===== src/hdl/dip_pkg.sv =====
`timescale 1ns / 1ps
// ----------------------------------------------------------------------------
// dip_pkg: shared types and constants of the decimal parser
// Character classes, the queue entry between front and back, queue sizing.
// ----------------------------------------------------------------------------
package dip_pkg;

  localparam logic [7:0] CH_ZERO  = 8'h30;
  localparam logic [7:0] CH_NINE  = 8'h39;
  localparam logic [7:0] CH_MINUS = 8'h2D;

  localparam int unsigned VAL_W   = 64;
  localparam int unsigned Q_DEPTH = 4;
  localparam int unsigned Q_AW    = $clog2(Q_DEPTH);

  typedef enum logic [1:0] {
    CLS_DIGIT = 2'd0,
    CLS_MINUS = 2'd1,
    CLS_OTHER = 2'd2
  } char_cls_t;

  typedef struct packed {
    char_cls_t  cls;
    logic [3:0] digit;
    logic       last;
  } q_entry_t;

endpackage


===== src/hdl/dip_front.sv =====
`timescale 1ns / 1ps
// ----------------------------------------------------------------------------
// dip_front: character classifier
// Sorts each incoming character into digit, minus or other and forms the
// queue entry.
// ----------------------------------------------------------------------------
module dip_front (
  input  logic              in_push,
  input  logic [7:0]        in_char_code,
  input  logic              in_is_last,
  input  logic              q_full,
  output logic              q_push,
  output dip_pkg::q_entry_t q_wdata
);

  logic [7:0] offs;

  assign offs = in_char_code - dip_pkg::CH_ZERO;

  always_comb begin
    q_wdata.last  = in_is_last;
    q_wdata.digit = offs[3:0];
    if (in_char_code inside {[dip_pkg::CH_ZERO:dip_pkg::CH_NINE]}) begin
      q_wdata.cls = dip_pkg::CLS_DIGIT;
    end else if (in_char_code == dip_pkg::CH_MINUS) begin
      q_wdata.cls = dip_pkg::CLS_MINUS;
    end else begin
      q_wdata.cls = dip_pkg::CLS_OTHER;
    end
  end

  assign q_push = in_push & ~q_full;

endmodule


===== src/hdl/dip_queue.sv =====
`timescale 1ns / 1ps
// ----------------------------------------------------------------------------
// dip_queue: short queue between classifier and accumulator
// Small register queue so front and back stall independently.
// ----------------------------------------------------------------------------
module dip_queue (
  input  logic              clk,
  input  logic              rst_n,
  input  logic              push,
  input  dip_pkg::q_entry_t wdata,
  output logic              full,
  input  logic              pop,
  output logic              empty,
  output dip_pkg::q_entry_t rdata
);

  dip_pkg::q_entry_t mem [dip_pkg::Q_DEPTH];

  logic [dip_pkg::Q_AW-1:0] wr_ptr_r, wr_ptr_nxt;
  logic [dip_pkg::Q_AW-1:0] rd_ptr_r, rd_ptr_nxt;
  logic [dip_pkg::Q_AW:0]   cnt_r, cnt_nxt;
  logic                     do_push, do_pop;

  assign full    = (cnt_r == (dip_pkg::Q_AW+1)'(dip_pkg::Q_DEPTH));
  assign empty   = (cnt_r == '0);
  assign do_push = push & ~full;
  assign do_pop  = pop & ~empty;
  assign rdata   = mem[rd_ptr_r];

  always_comb begin
    wr_ptr_nxt = do_push ? wr_ptr_r + 1'b1 : wr_ptr_r;
    rd_ptr_nxt = do_pop ? rd_ptr_r + 1'b1 : rd_ptr_r;
    cnt_nxt    = cnt_r;
    if (do_push && !do_pop) begin
      cnt_nxt = cnt_r + 1'b1;
    end else if (do_pop && !do_push) begin
      cnt_nxt = cnt_r - 1'b1;
    end
  end

  always_ff @(posedge clk) begin
    if (!rst_n) begin
      wr_ptr_r <= '0;
      rd_ptr_r <= '0;
      cnt_r    <= '0;
    end else begin
      wr_ptr_r <= wr_ptr_nxt;
      rd_ptr_r <= rd_ptr_nxt;
      cnt_r    <= cnt_nxt;
    end
  end

  always_ff @(posedge clk) begin
    if (do_push) begin
      mem[wr_ptr_r] <= wdata;
    end
  end

endmodule


===== src/hdl/dip_back.sv =====
`timescale 1ns / 1ps
// ----------------------------------------------------------------------------
// dip_back: accumulator and result register
// Folds digits into the magnitude, tracks sign, count and errors, and
// holds the finished result until it is taken.
// ----------------------------------------------------------------------------
module dip_back #(
  parameter int unsigned MAX_CHARS = 20
) (
  input  logic                      clk,
  input  logic                      rst_n,
  input  logic                      q_empty,
  input  dip_pkg::q_entry_t         q_rdata,
  output logic                      q_pop,
  output logic                      res_valid,
  output logic [dip_pkg::VAL_W-1:0] res_mag,
  output logic                      res_neg,
  output logic                      res_bad,
  input  logic                      res_pop
);

  localparam int unsigned CNT_W = $clog2(MAX_CHARS + 2);
  localparam int unsigned W     = dip_pkg::VAL_W;

  logic [W-1:0]     acc_r, acc_nxt;
  logic [CNT_W-1:0] cnt_r, cnt_nxt;
  logic             neg_r, neg_nxt;
  logic             inv_r, inv_nxt;

  logic             res_valid_r, res_valid_nxt;
  logic [W-1:0]     res_mag_r, res_mag_nxt;
  logic             res_neg_r, res_neg_nxt;
  logic             res_bad_r, res_bad_nxt;

  logic [W+3:0]     prod;
  logic [W-1:0]     acc_c;
  logic [CNT_W-1:0] cnt_c;
  logic             neg_c, inv_c, bad, range_bad, take;

  // result slot free now or emptied this cycle
  assign take = ~q_empty & (~q_rdata.last | ~res_valid_r | res_pop);
  assign q_pop = take;

  // acc * 10 + digit, carries above bit 63 mean overflow
  assign prod = (W+4)'({acc_r, 3'b000}) + (W+4)'({acc_r, 1'b0}) + (W+4)'(q_rdata.digit);

  always_comb begin
    acc_c = acc_r;
    neg_c = neg_r;
    inv_c = inv_r;
    cnt_c = (cnt_r <= CNT_W'(MAX_CHARS)) ? cnt_r + 1'b1 : cnt_r;
    if (cnt_c > CNT_W'(MAX_CHARS)) begin
      inv_c = 1'b1;
    end else if (!inv_r) begin
      if ((cnt_r == '0) && (q_rdata.cls == dip_pkg::CLS_MINUS)) begin
        neg_c = 1'b1;
      end else if (q_rdata.cls != dip_pkg::CLS_DIGIT) begin
        inv_c = 1'b1;
      end else if (prod[W+3:W] != '0) begin
        inv_c = 1'b1;
      end else begin
        acc_c = prod[W-1:0];
      end
    end

    // magnitude limit is 2^63 for negative, 2^63 - 1 otherwise
    range_bad = acc_c[W-1] & (~neg_c | (acc_c[W-2:0] != '0));
    bad = inv_c | (neg_c & (cnt_c == CNT_W'(1))) | range_bad;

    acc_nxt       = acc_r;
    cnt_nxt       = cnt_r;
    neg_nxt       = neg_r;
    inv_nxt       = inv_r;
    res_valid_nxt = res_valid_r & ~res_pop;
    res_mag_nxt   = res_mag_r;
    res_neg_nxt   = res_neg_r;
    res_bad_nxt   = res_bad_r;

    if (take) begin
      if (q_rdata.last) begin
        acc_nxt       = '0;
        cnt_nxt       = '0;
        neg_nxt       = 1'b0;
        inv_nxt       = 1'b0;
        res_valid_nxt = 1'b1;
        res_mag_nxt   = bad ? '0 : acc_c;
        res_neg_nxt   = neg_c & ~bad;
        res_bad_nxt   = bad;
      end else begin
        acc_nxt = acc_c;
        cnt_nxt = cnt_c;
        neg_nxt = neg_c;
        inv_nxt = inv_c;
      end
    end
  end

  always_ff @(posedge clk) begin
    if (!rst_n) begin
      acc_r       <= '0;
      cnt_r       <= '0;
      neg_r       <= 1'b0;
      inv_r       <= 1'b0;
      res_valid_r <= 1'b0;
    end else begin
      acc_r       <= acc_nxt;
      cnt_r       <= cnt_nxt;
      neg_r       <= neg_nxt;
      inv_r       <= inv_nxt;
      res_valid_r <= res_valid_nxt;
    end
  end

  always_ff @(posedge clk) begin
    res_mag_r <= res_mag_nxt;
    res_neg_r <= res_neg_nxt;
    res_bad_r <= res_bad_nxt;
  end

  assign res_valid = res_valid_r;
  assign res_mag   = res_mag_r;
  assign res_neg   = res_neg_r;
  assign res_bad   = res_bad_r;

endmodule


===== src/hdl/decimal_int64_parser.sv =====
`timescale 1ns / 1ps
// ----------------------------------------------------------------------------
// decimal_int64_parser: ASCII decimal text to signed 64-bit integer
// Character-serial parser with overflow and range checking.
// ----------------------------------------------------------------------------
// One request is one character of a decimal number; the character flagged
// in_is_last closes the number and yields one result (value and status),
// other characters yield none. An optional leading minus, then digits only,
// at most MAX_CHARS characters; anything else, a lone minus, unsigned 64-bit
// overflow or a value outside the signed 64-bit range gives status 1 and
// value 0. The block takes one character per clock while the queue is not
// full: the classifier feeds a four-entry queue and the accumulator drains
// one entry per cycle, its multiply-by-ten, add and overflow test being
// combinational. A finished result sits in a one-deep result register;
// while it waits, non-final characters keep flowing and only the next final
// character holds back. An accepted final character passes through the
// queue and then the result register before out_empty goes low.
module decimal_int64_parser #(
  parameter int unsigned MAX_CHARS = 20
) (
  input  logic               clk,
  input  logic               rst_n,
  // input channel
  input  logic               in_push,
  output logic               in_full,
  input  logic [7:0]         in_char_code,
  input  logic               in_is_last,
  // result channel
  output logic               out_empty,
  input  logic               out_pop,
  output logic signed [63:0] out_value,
  output logic               out_status
);

  // classified character heading for the queue
  dip_pkg::q_entry_t q_wdata, q_rdata;
  logic              q_push, q_full, q_pop, q_empty;

  // finished result, magnitude and sign kept apart
  logic              res_valid, res_neg, res_bad;
  logic [63:0]       res_mag;

  // front: classify each character as it arrives
  dip_front u_front (
    .in_push      (in_push),
    .in_char_code (in_char_code),
    .in_is_last   (in_is_last),
    .q_full       (q_full),
    .q_push       (q_push),
    .q_wdata      (q_wdata)
  );

  // decoupling queue between front and back
  dip_queue u_queue (
    .clk   (clk),
    .rst_n (rst_n),
    .push  (q_push),
    .wdata (q_wdata),
    .full  (q_full),
    .pop   (q_pop),
    .empty (q_empty),
    .rdata (q_rdata)
  );

  // back: accumulate, check and hold the result
  dip_back #(
    .MAX_CHARS (MAX_CHARS)
  ) u_back (
    .clk       (clk),
    .rst_n     (rst_n),
    .q_empty   (q_empty),
    .q_rdata   (q_rdata),
    .q_pop     (q_pop),
    .res_valid (res_valid),
    .res_mag   (res_mag),
    .res_neg   (res_neg),
    .res_bad   (res_bad),
    .res_pop   (out_pop)
  );

  // the input side only stalls when the queue is full
  assign in_full = q_full;

  // magnitude is already zero on a bad number, so negation gives zero too
  assign out_empty  = ~res_valid;
  assign out_value  = res_neg ? $signed(64'd0 - res_mag) : $signed(res_mag);
  assign out_status = res_bad;

endmodule


===== config.mk =====
export PLATFORM = sky130hd
export DESIGN_NAME = decimal_int64_parser
export DESIGN_NICKNAME = d
export VERILOG_FILES = /design/src/hdl/dip_pkg.sv /design/src/hdl/dip_front.sv /design/src/hdl/dip_queue.sv /design/src/hdl/dip_back.sv /design/src/hdl/decimal_int64_parser.sv
export SDC_FILE = /design/constraint.sdc
export NUM_CORES = 1
export LEC_CHECK = 0
export ABC_AREA = 1
export ABC_CLOCK_PERIOD_IN_PS = 4600
export BUFFER_PORTS_ARGS = -buffer_cell sky130_fd_sc_hd__clkbuf_2
export CAP_MARGIN = 20
export CORE_MARGIN = 2
export CORE_UTILIZATION = 45
export DETAILED_ROUTE_END_ITERATION = 10
export PLACE_DENSITY = 0.65
export SYNTH_ARGS = -nofsm -noshare
export SYNTH_HDL_FRONTEND = slang
export SYNTH_HIERARCHICAL = 1
export SYNTH_SLANG_ARGS = --single-unit

===== constraint.sdc =====
create_clock -name clk -period 4.6 [get_ports clk]
set_input_delay 0.46 -clock clk [delete_from_list [all_inputs] [get_ports clk]]
set_output_delay 0.46 -clock clk [all_outputs]
set_load 0.02 [all_outputs]

* After elaboration in Yosys (flattened, before gate mapping) *
Memories as Yosys holds them, arrays and structs flattened. A register that Yosys moved wholly into a read port is not among the register bits.
Index checks and enable logic that the tools add are counted.

cells by class
  bitwise logic cells = 20
  reduce and logical (&&, ||, !) cells = 13
  add/sub/neg operators = 9
  order comparisons = 4
  equal/unequal tests = 4
  muxes and demuxes = 29

operator list
  cell                                                                                 count
  64-bit two-way mux                                                                   7
  67-bit by 65-bit adder with 68-bit output                                            1
  68-bit by 4-bit adder with 68-bit output                                             1
  1-bit by 64-bit subtractor with 64-bit output, first input constant                  1
  63-bit nonzero test                                                                  1
  1-bit two-way mux                                                                    14
  5-bit two-way mux                                                                    2
  1-bit bitwise AND                                                                    8
  8-bit by 6-bit equality test with 1-bit output, second input constant                1
  8-bit by 6-bit greater-or-equal comparator with 1-bit output, second input constant  1
  8-bit by 6-bit less-or-equal comparator with 1-bit output, second input constant     1
  2-bit two-way mux                                                                    4
  1-bit inverter                                                                       7
  3-bit two-way mux                                                                    2
  5-bit by 1-bit adder with 5-bit output, second input constant                        1
  5-bit by 1-bit equality test with 1-bit output, second input constant                1
  5-bit > comparator, second input constant                                            1
  5-bit less-or-equal comparator, second input constant                                1
  5-bit zero test                                                                      1
  1-bit OR                                                                             5
  2-bit by 1-bit adder with 2-bit output, second input constant                        2
  1-bit logical AND                                                                    4
  2-bit nonzero test                                                                   2
  4-bit nonzero test                                                                   1
  other kinds (8)                                                                      9

word-level totals
  bits in registers = 145
  memories kept = 1
  logic and storage cells = 91
  bits in writable memories = 28
  input port bits = 13

memories
  name         words  bits a word  read ports  clocked after Yosys merged registers in  wr ports  RTL line         source
  u_queue.mem  4      7            1           1                                        1         dip_queue.sv:17  dip_pkg::q_entry_t mem [dip_pkg::Q_DEPTH];

* Longest topological paths before layout *
Gate-level depths: netlist of the first run.

  word-level depth = 14
  depth in mapped cells = 38

* Hierarchy *
The synthesis of the first run kept the hierarchy.

modules (own cells, without submodules)
  module                instances  area an instance (µm²)  cells an instance
  dip_back              1          12248.0                 1902
  decimal_int64_parser  1          2344.7                  500
  dip_queue             1          1554.0                  137
  dip_front             1          131.4                   24

* Least setup slack after synthesis of the first run *
OpenSTA, ideal clock, no wires.

  kind = reg2reg
  start point = reg with a tool-made name
  end point = reg u_back.res_mag_r[25] (netlist: u_back/res_mag[25]), data pin
  path slack = 321 ps
  library setup time = 252 ps
  arrival = 4027 ps
  required time = 4348 ps
  path buffers = 5
  cell stages (with the launch flop) = 37
  path through = dfxtp_1 inv_2 buf_6 nor2_1 o22ai_1 inv_1 fa_1 inv_1 fa_1 nand3_1 nand2_1 nand2_1 nand2_1 nand2_1 nand2_1 nand2_1 nand2_2 nand2_1 nand2_1 nand2_1 nand2_1 nor2_1 buf_2 buf_2 nand3_1 nand2_1 nor2_1 nand2_1 nor2_1 nand2_1 nor2_1 nand3_1 nand2_1 nand2_1 buf_4 buf_6 nor2_2

RTL lines
  item                    RTL line         source
  end signal: assignment  dip_back.sv:115  res_mag_r <= res_mag_nxt;
  end: declaration        dip_back.sv:31   logic [W-1:0] res_mag_r, res_mag_nxt;

* Worst setup path after layout of the first run *
  start point = reg u_back.acc_r[63]
  end point = reg u_back.res_bad_r (netlist: u_back/res_bad), data pin

on the way
  word-level cells in the longest chain between the ends = 12
  elaborated cells between the ends (all ways) = 18
  those cells by class = add/sub (2); mux (10); bitwise (4); reduce/logical (2)

RTL lines
  item                                       RTL line         source
  start: declaration                         dip_back.sv:25   logic [W-1:0] acc_r, acc_nxt;
  start signal: assignment                   dip_back.sv:106  acc_r <= acc_nxt;
  67-bit by 65-bit adder with 68-bit output  dip_back.sv:45   assign prod = (W+4)'({acc_r, 3'b000}) + (W+4)'({acc_r, 1'b0}) + (W+4)'(q_rdata.digit);
  68-bit by 4-bit adder with 68-bit output   dip_back.sv:45
  4-bit nonzero test                         dip_back.sv:59   end else if (prod[W+3:W] != '0) begin
  64-bit two-way mux                         dip_back.sv:59
  64-bit two-way mux                         dip_back.sv:57   end else if (q_rdata.cls != dip_pkg::CLS_DIGIT) begin
  64-bit two-way mux                         dip_back.sv:55   if ((cnt_r == '0) && (q_rdata.cls == dip_pkg::CLS_MINUS)) begin
  64-bit two-way mux                         dip_back.sv:54   end else if (!inv_r) begin
  64-bit two-way mux                         dip_back.sv:52   if (cnt_c > CNT_W'(MAX_CHARS)) begin
  63-bit nonzero test                        dip_back.sv:67   range_bad = acc_c[W-1] & (~neg_c | (acc_c[W-2:0] != '0));
  1-bit OR                                   dip_back.sv:67
  1-bit bitwise AND                          dip_back.sv:67
  1-bit OR (*)                               dip_back.sv:68   bad = inv_c | (neg_c & (cnt_c == CNT_W'(1))) | range_bad;
  end signal: assignment                     dip_back.sv:117  res_bad_r <= res_bad_nxt;
  end: declaration                           dip_back.sv:33   logic res_bad_r, res_bad_nxt;

Every way passes the cells marked *; elsewhere a longest branch is shown, timed or not.
A chain may end at the register's enable or synchronous reset.

==> reports/metrics.csv, run 1 <==
stage,metric,value,unit
sta,slew_violations,0,
clocking,numCtsBuffers,17,
floorplanning,core-area,0.0356,mm2
setup_path,ff2ff_setup_slack,-0.09,ns
clocking,cts_root_buf,clkbuf_16,
final_layout,finalNetCount,2901,
placed_design,gp_congestion,0.973,
sta,rsz0062_at_grt,yes,
pwr,p_total,10.1,mW
synth,ys_warn_count,6,
synth,synthCells,2563,
routing,routed_wl,56700,um
outcome,status,finished with violations,
clocking,ctsHtreeMaxLevel,4,
sta,skew,0.0176,ns
placed_design,pre_cts_ws,-0.200,ns
synth,synth_edf_count,94,
synth,syn_area_per_cell,6.35,um2
sta,setup_viol,53,
global_route,grt.total_usage,0.283,
floorplanning,fp.dieW,194,um
synth,synth.most_common_cell,nand2_1,
clocking,clock_latency,0.45,ns
setup_path,cp.arrival,4.89,ns
synth,synth_top_area_cell,nand2_1,
setup_path,startpoint_type,flip-flop,
synth,synth_area_leaders,"nand2_1 20%, edfxtp_1 17%, ha_1 10%, dfxtp_1 10%, inv_1 7.6%",
floorplanning,initial_core_util,0.458,
routing,via_per_inst,5.30,
routing,drt-initial-drc-count,1396,
setup_path,path_class,reg -> reg,
sta,period_needed,4.69,ns
placed_design,placed_cell_area,0.0179,mm2
final_layout,diodes,0,
synth,synth_top_area_share,0.204,
sta,fmax,0.213,GHz
setup_path,worstPathRequired,4.81,ns
sta,fin_crit_sh,1.02,
synth,synth_top_cells_by_count,"883 x nand2_1, 328 x inv_1, 321 x nor2_1, 164 x nand3_1, 153 x a21oi_1",
floorplanning,dieHeight,194,um
sta,slew_headroom,0.484,
sta,finalWorstSetupSlack,-0.0886,ns
floorplanning,die_area,0.0377,mm2
final_layout,stdcell_count,3224,
placed_design,io_buffers,79,
floorplanning,rows,69,
routing,postRouteAntennaNets,0,
synth,syn_area,0.0163,mm2
global_route,antenna_found_initial,0,
clocking,ctsHoldBuffers,0,
routing,drc,0,
final_layout,final_area,0.0195,mm2
placed_design,hpwlAfterDp,43600,um
clocking,clock_sinks,175,
outcome,violations,negative setup slack,
routing,drt_first_pass_iters,6,
clocking,cts_buffer_depth,2,
setup_path,end_kind,flip-flop,
global_route,grt_overflow,0,
setup_path,crit_fanout,7,
synth,ys.flop_type,edfxtp_1,
floorplanning,pin_count,80,
routing,wl_per_cell,17.6,um
synth,synth_cell_types,47,
synth,syn_nets,2714,
global_route,grt_pass1_wl,84600,um
clocking,cts_tree,built,
hold_path,worstHoldPathType,in -> reg,
sta,tns,-2.29,ns
synth,ys_ff_latch,175,
synth,ys_seq_area_frac,0.273,
sta,hold_viol_final,0,
clocking,clkTransAtPathRegs,0.08,ns
pwr,leakage,9.52,nW
synth,synthArstFlopShare,0,
pwr,power_density,516,mW/mm2
global_route,grt_max_degree,58,
final_layout,area_growth,20.1,%
routing,num_vias,17097,
global_route,grt_pass1_vias,15927,
pwr,ir_drop,0.000590,V
placed_design,placedCellCount,3160,
sta,worst_pin_slew,0.774,ns
flow_run,cap_viol_max_count,0,
final_layout,drive_gt1_frac,0.167,
[what timing repair did]
| item | 4_1_cts | 5_1_grt |
|---|---|---|
| setup buffers | 1 | 10 |
| endpoints found under the setup margin | 66 | 66 |
| pin swaps | 2 | 46 |
| gates resized for setup | 15 | 138 |
| endpoints found under the hold margin | 0 | 0 |
| cloned | 4 | 17 |
[power by group]
| group | internal, mW | total [mW] | switching (mW) |
|---|---|---|---|
| registers | 2.12 | 2.53 | 0.410 |
| clock network | 0.743 | 1.52 | 0.777 |
| logic | 2.07 | 6.03 | 3.96 |
[cell usage in the layout, fill, tap and decap left out, types with 13 or more instances in the layout]
| cell type | instances |
|---|---|
| nand2_2 | 46 |
| buf_4 | 114 |
| inv_1 | 324 |
| nand2_1 | 844 |
| xor2_1 | 48 |
| xnor2_1 | 34 |
| nand4_1 | 31 |
| nand3_1 | 151 |
| nor2_2 | 53 |
| clkbuf_16 | 28 |
| inv_2 | 13 |
| ha_1 | 131 |
| nand3_2 | 17 |
| clkbuf_2 | 79 |
| o21ai_0 | 41 |
| o21bai_1 | 17 |
| nor2_4 | 37 |
| nor2_1 | 286 |
| edfxtp_1 | 94 |
| dfxtp_1 | 79 |
| nor3_1 | 13 |
| o21ai_1 | 14 |
| a21oi_1 | 153 |
[final timing paths]
check / to / cells past startpoint / startpoint
worst max-delay path: u_back/res_bad$_DFFE_PP_ / 24 / u_back/acc_r[63]$_SDFFE_PN0P_
worst min-delay path: u_queue/mem[2][0]$_DFFE_PP_ / 1 / in_is_last
worst min register to register: u_back/inv_r$_SDFFE_PN0P_ / 2 / u_back/inv_r$_SDFFE_PN0P_
worst max register to register: u_back/res_bad$_DFFE_PP_ / 24 / u_back/acc_r[63]$_SDFFE_PN0P_
[stage by stage]
| stage | hold slack [ns] | util |
|---|---|---|
| floorplan | 0.445 | - |
| global placement | 0.456 | 0.502 |
| detailed placement | 0.470 | 0.502 |
| CTS | 0.234 | 0.524 |
| global route | 0.248 | 0.549 |
| finish | 0.245 | 0.549 |
[kinds of logic (layout without fill, tap and decap cells)]
logic type	Yosys count	count (layout)	share of synthesized area
simple gates	1511	1513	0.386
buf+inv	400	598	0.101
compound gates	257	257	0.0876
flops	175	175	0.273
fa+ha+maj	138	138	0.107
xor+xnor	82	82	0.0441
[area by class of cell]
class                           count  area, um2
Timing Repair Buffer              228       1910
Fill cell                        3493      16000
Clock inverter                     15        181
Multi-Input combinational cell   1990      10700
Clock buffer                       17        425
Inverter                          338       1270
Tap cell                          461        577
Sequential cell                   175       4450
[critical path, cell delays in order, from the launching register on]
cell and delay [ns]:
dfxtp_1 0.42, ha_1 0.25, ha_1 0.45, inv_1 0.18, nor3_1 0.28, nand2_1 0.17
nor3_2 0.34, nand2_2 0.10, buf_4 0.14, nand3_1 0.07, nand2_2 0.07, nor2_4 0.32
nand2_8 0.17, clkbuf_16 0.20, nand2_1 0.05, o21ai_0 0.11, nor2_1 0.12, nand2_1 0.06
nor2_1 0.12, nand2_1 0.10, nor2_2 0.12, nand3_2 0.11, nand2_4 0.15, nand2_8 0.13
buf_12 0.20
[registers in the layout, indices dropped and copies added, names as in the netlist, named ones only]
signal and count:
u_queue/mem 28, u_back/neg_r 1, u_back/acc_r 64, u_back/res_mag 64, u_back/res_neg 1, u_back/res_valid 1, u_back/inv_r 1, u_back/cnt_r 5
u_queue/cnt_r 3, u_queue/wr_ptr_r 2, u_queue/rd_ptr_r 2, u_back/res_bad 1
[layer usage]
metal | vias to the layer above | routed length [um] | global-route usage
li1 | 8531 | - | -
met1 | 7856 | 24600 | 0.381
met2 | 619 | 26300 | 0.463
met3 | 91 | 3810 | 0.0391
met4 | 0 | 1970 | 0.107
met5 | - | 0 | 0
Note: power is estimated with default switching activity, not from simulation.
==> run 2: changes to the inputs <==
RECOVER_POWER = 50   (was default)
==> run 2 against run 1 <==
Net effect:
- the flow still finishes with violations (negative setup slack)
- setup slack is essentially flat
- flip-flop and latch count is the same
- sequential power is essentially flat
- hold slack gained 0.058 ns
- first-iteration DRC count shrank 4.3%
- global-route usage is the same
- highest routed layer unchanged
- total power is essentially flat
- die area is the same
- core utilization shrank 0.081 points
- critical path depth is the same
- clock power is essentially flat
- sequential share of layout area is essentially flat
==> reports/metrics.csv, run 2 (same netlist as run 1, synthesis figures left out) <==
stage,metric,value,unit,change
clocking,clkTransAtPathRegs,0.08,ns,about the same
sta,fin_crit_sh,1.02,,about the same
floorplanning,core-area,0.0356,mm2,unchanged
pwr,internal_power,4.93,mW,-0.16%
outcome,status,finished with violations,,
pwr,ir_drop,0.000578,V,-2.0%
routing,postRouteAntennaNets,0,,unchanged
pwr,p_total,10.1,mW,about the same
routing,drc,0,,unchanged
pwr,power_density,516,mW/mm2,about the same
clocking,ctsHtreeMaxLevel,4,,unchanged
final_layout,multiInputGateArea,0.0107,mm2,-0.19%
global_route,grt_pass1_wl,84600,um,unchanged
sta,whs,0.303,ns,+0.0580 ns
routing,wl_per_cell,17.6,um,about the same
final_layout,register_area,0.00445,mm2,unchanged
sta,period_needed,4.69,ns,+0.000312 ns
clocking,cts_buffer_depth,2,,unchanged
setup_path,crit_fanout,7,,unchanged
clocking,clock_latency,0.45,ns,about the same
floorplanning,pin_count,80,,unchanged
floorplanning,die_area,0.0377,mm2,unchanged
setup_path,path_class,reg -> reg,,
pwr,leakage,9.49,nW,-0.34%
setup_path,end_kind,flip-flop,,
hold_path,worstHoldPathType,in -> reg,,
placed_design,gp_congestion,0.973,,unchanged
sta,finalWorstSetupSlack,-0.0889,ns,-0.000312 ns
routing,routed_wl,56700,um,about the same
final_layout,finalNetCount,2901,,unchanged
clocking,ctsHoldBuffers,0,,unchanged
routing,drt_first_pass_iters,6,,unchanged
global_route,grt_overflow,0,,unchanged
floorplanning,dieHeight,194,um,unchanged
outcome,violations,negative setup slack,,
final_layout,area_growth,19.9,%,
setup_path,startpoint_type,flip-flop,,
sta,hold_viol_final,0,,unchanged
global_route,grt.total_usage,0.283,,unchanged
sta,worst_pin_slew,0.800,ns,+0.0253 ns
routing,drt-initial-drc-count,1336,,-4.3%
pwr,power_frac_seq,0.251,,about the same
pwr,power_switching,5.14,mW,about the same
flow_run,cap_viol_max_count,0,,unchanged
global_route,grt_max_degree,58,,unchanged
pwr,p_comb_frac,0.598,,about the same
placed_design,io_buffers,79,,unchanged
final_layout,fillers,3501,,+0.23%
sta,rsz0062_at_grt,yes,,
global_route,grt_pass1_vias,15927,,unchanged
setup_path,cp.arrival,4.89,ns,about the same
sta,fmax,0.213,GHz,about the same
floorplanning,fp.dieW,194,um,unchanged
pwr,swShare,0.511,,about the same
final_layout,final_cell_mix,"845 x nand2_1, 325 x inv_1, 289 x nor2_1",,
floorplanning,rows,69,,unchanged
final_layout,drive_gt1_frac,0.162,,-0.00543
global_route,antenna_found_initial,0,,unchanged
sta,slew_headroom,0.467,,-0.0169
placed_design,hpwlAfterDp,43600,um,unchanged
floorplanning,initial_core_util,0.458,,unchanged
sta,setup_viol,53,,unchanged
routing,num_vias,17064,,-0.19%
placed_design,pre_cts_ws,-0.200,ns,unchanged
sta,skew,0.0165,ns,-0.00119 ns
sta,tns,-2.26,ns,+0.0283 ns
clocking,cts_tree,built,,
clocking,clock_sinks,175,,unchanged
final_layout,final_common_cell,nand2_1,,
clocking,numCtsBuffers,17,,unchanged
routing,via_per_inst,5.29,,-0.22%
pwr,clkPwrFrac,0.151,,about the same
clocking,cts_root_buf,clkbuf_16,,
setup_path,worstPathRequired,4.81,ns,about the same
sta,slew_violations,0,,unchanged
==> run 2: changes by cell type in the layout (fill, tap and decap cells not counted) <==
cell      change
nand2_1       +1
clkbuf_1      +9
inv_2         -2
clkinv_1      +1
inv_1         +1
diode_2       +1
nor2_1        +3
clkbuf_2      -9
nand2_2       -1
nor2_2        -1
nor2_4        -2
==> run 2: through the flow <==
step | utilization | cell area (um2) | cells
after floorplan | - | 16300 | 2563
final | 0.549 | 19500 | 3225
after global placement | 0.502 | 17900 | 3160
after detailed placement | 0.502 | 17900 | 3160
after CTS | 0.524 | 18600 | 3197
after global routing | 0.549 | 19500 | 3224
==> run 2: what timing repair did <==
action	in CTS	in global routing
pin swaps	2	46
endpoints found under the setup margin	66	66
setup buffers	1	10
cloned	4	17
gates resized for setup	15	138
hold endpoints to repair	0	0
==> run 2: final cells by class <==
cell class,count,area share
clock inverter,15,0.00930
tap,461,0.0296
sequential,175,0.228
clock buffer,17,0.0218
timing repair buffer,228,0.0974
multi-input combinational,1990,0.549
inverter,338,0.0651
antenna,1,0.000128
==> run 2: final timing paths <==
| check | from | endpoint | slack [ns] | cells after the start |
|---|---|---|---|---|
| min | in_is_last | u_queue/mem[2][0]$_DFFE_PP_ | 0.30 | 1 |
| max | u_back/acc_r[63]$_SDFFE_PN0P_ | u_back/res_bad$_DFFE_PP_ | -0.09 | 24 |
| max reg2reg | u_back/acc_r[63]$_SDFFE_PN0P_ | u_back/res_bad$_DFFE_PP_ | -0.09 | 24 |
| min reg2reg | u_back/inv_r$_SDFFE_PN0P_ | u_back/inv_r$_SDFFE_PN0P_ | 0.49 | 2 |
==> run 2: critical path, stage by stage, from the launching register on <==
cell and delay [ns]:
dfxtp_1 0.42, ha_1 0.25, ha_1 0.45, inv_1 0.18, nor3_1 0.29, nand2_1 0.17, nor3_2 0.33, nand2_2 0.09
buf_4 0.14, nand3_1 0.07, nand2_2 0.07, nor2_4 0.32, nand2_8 0.17, clkbuf_16 0.20, nand2_1 0.05, o21ai_0 0.10
nor2_1 0.12, nand2_1 0.07, nor2_1 0.12, nand2_1 0.10, nor2_2 0.12, nand3_2 0.11, nand2_4 0.14, nand2_8 0.13
buf_12 0.21
==> run 2: power groups by stage <==
stage                     clock [mW]  combinational (mW)  sequential, mW
after detailed placement           0                5.08            2.56
after global placement             0                5.04            2.55
after CTS                       1.55                5.29            2.52
after global routing            1.61                6.51            2.57
after floorplan                    0                3.45            2.42
final                           1.52                6.02            2.53
==> run 2: layer usage <==
layer | GRT usage | part of all wire | vias to the layer above
li1 | - | - | 8526
met1 | 0.381 | 0.44 | 7852
met2 | 0.463 | 0.46 | 589
met3 | 0.0391 | 0.063 | 97
met4 | 0.107 | 0.035 | 0
met5 | 0 | 0 | -
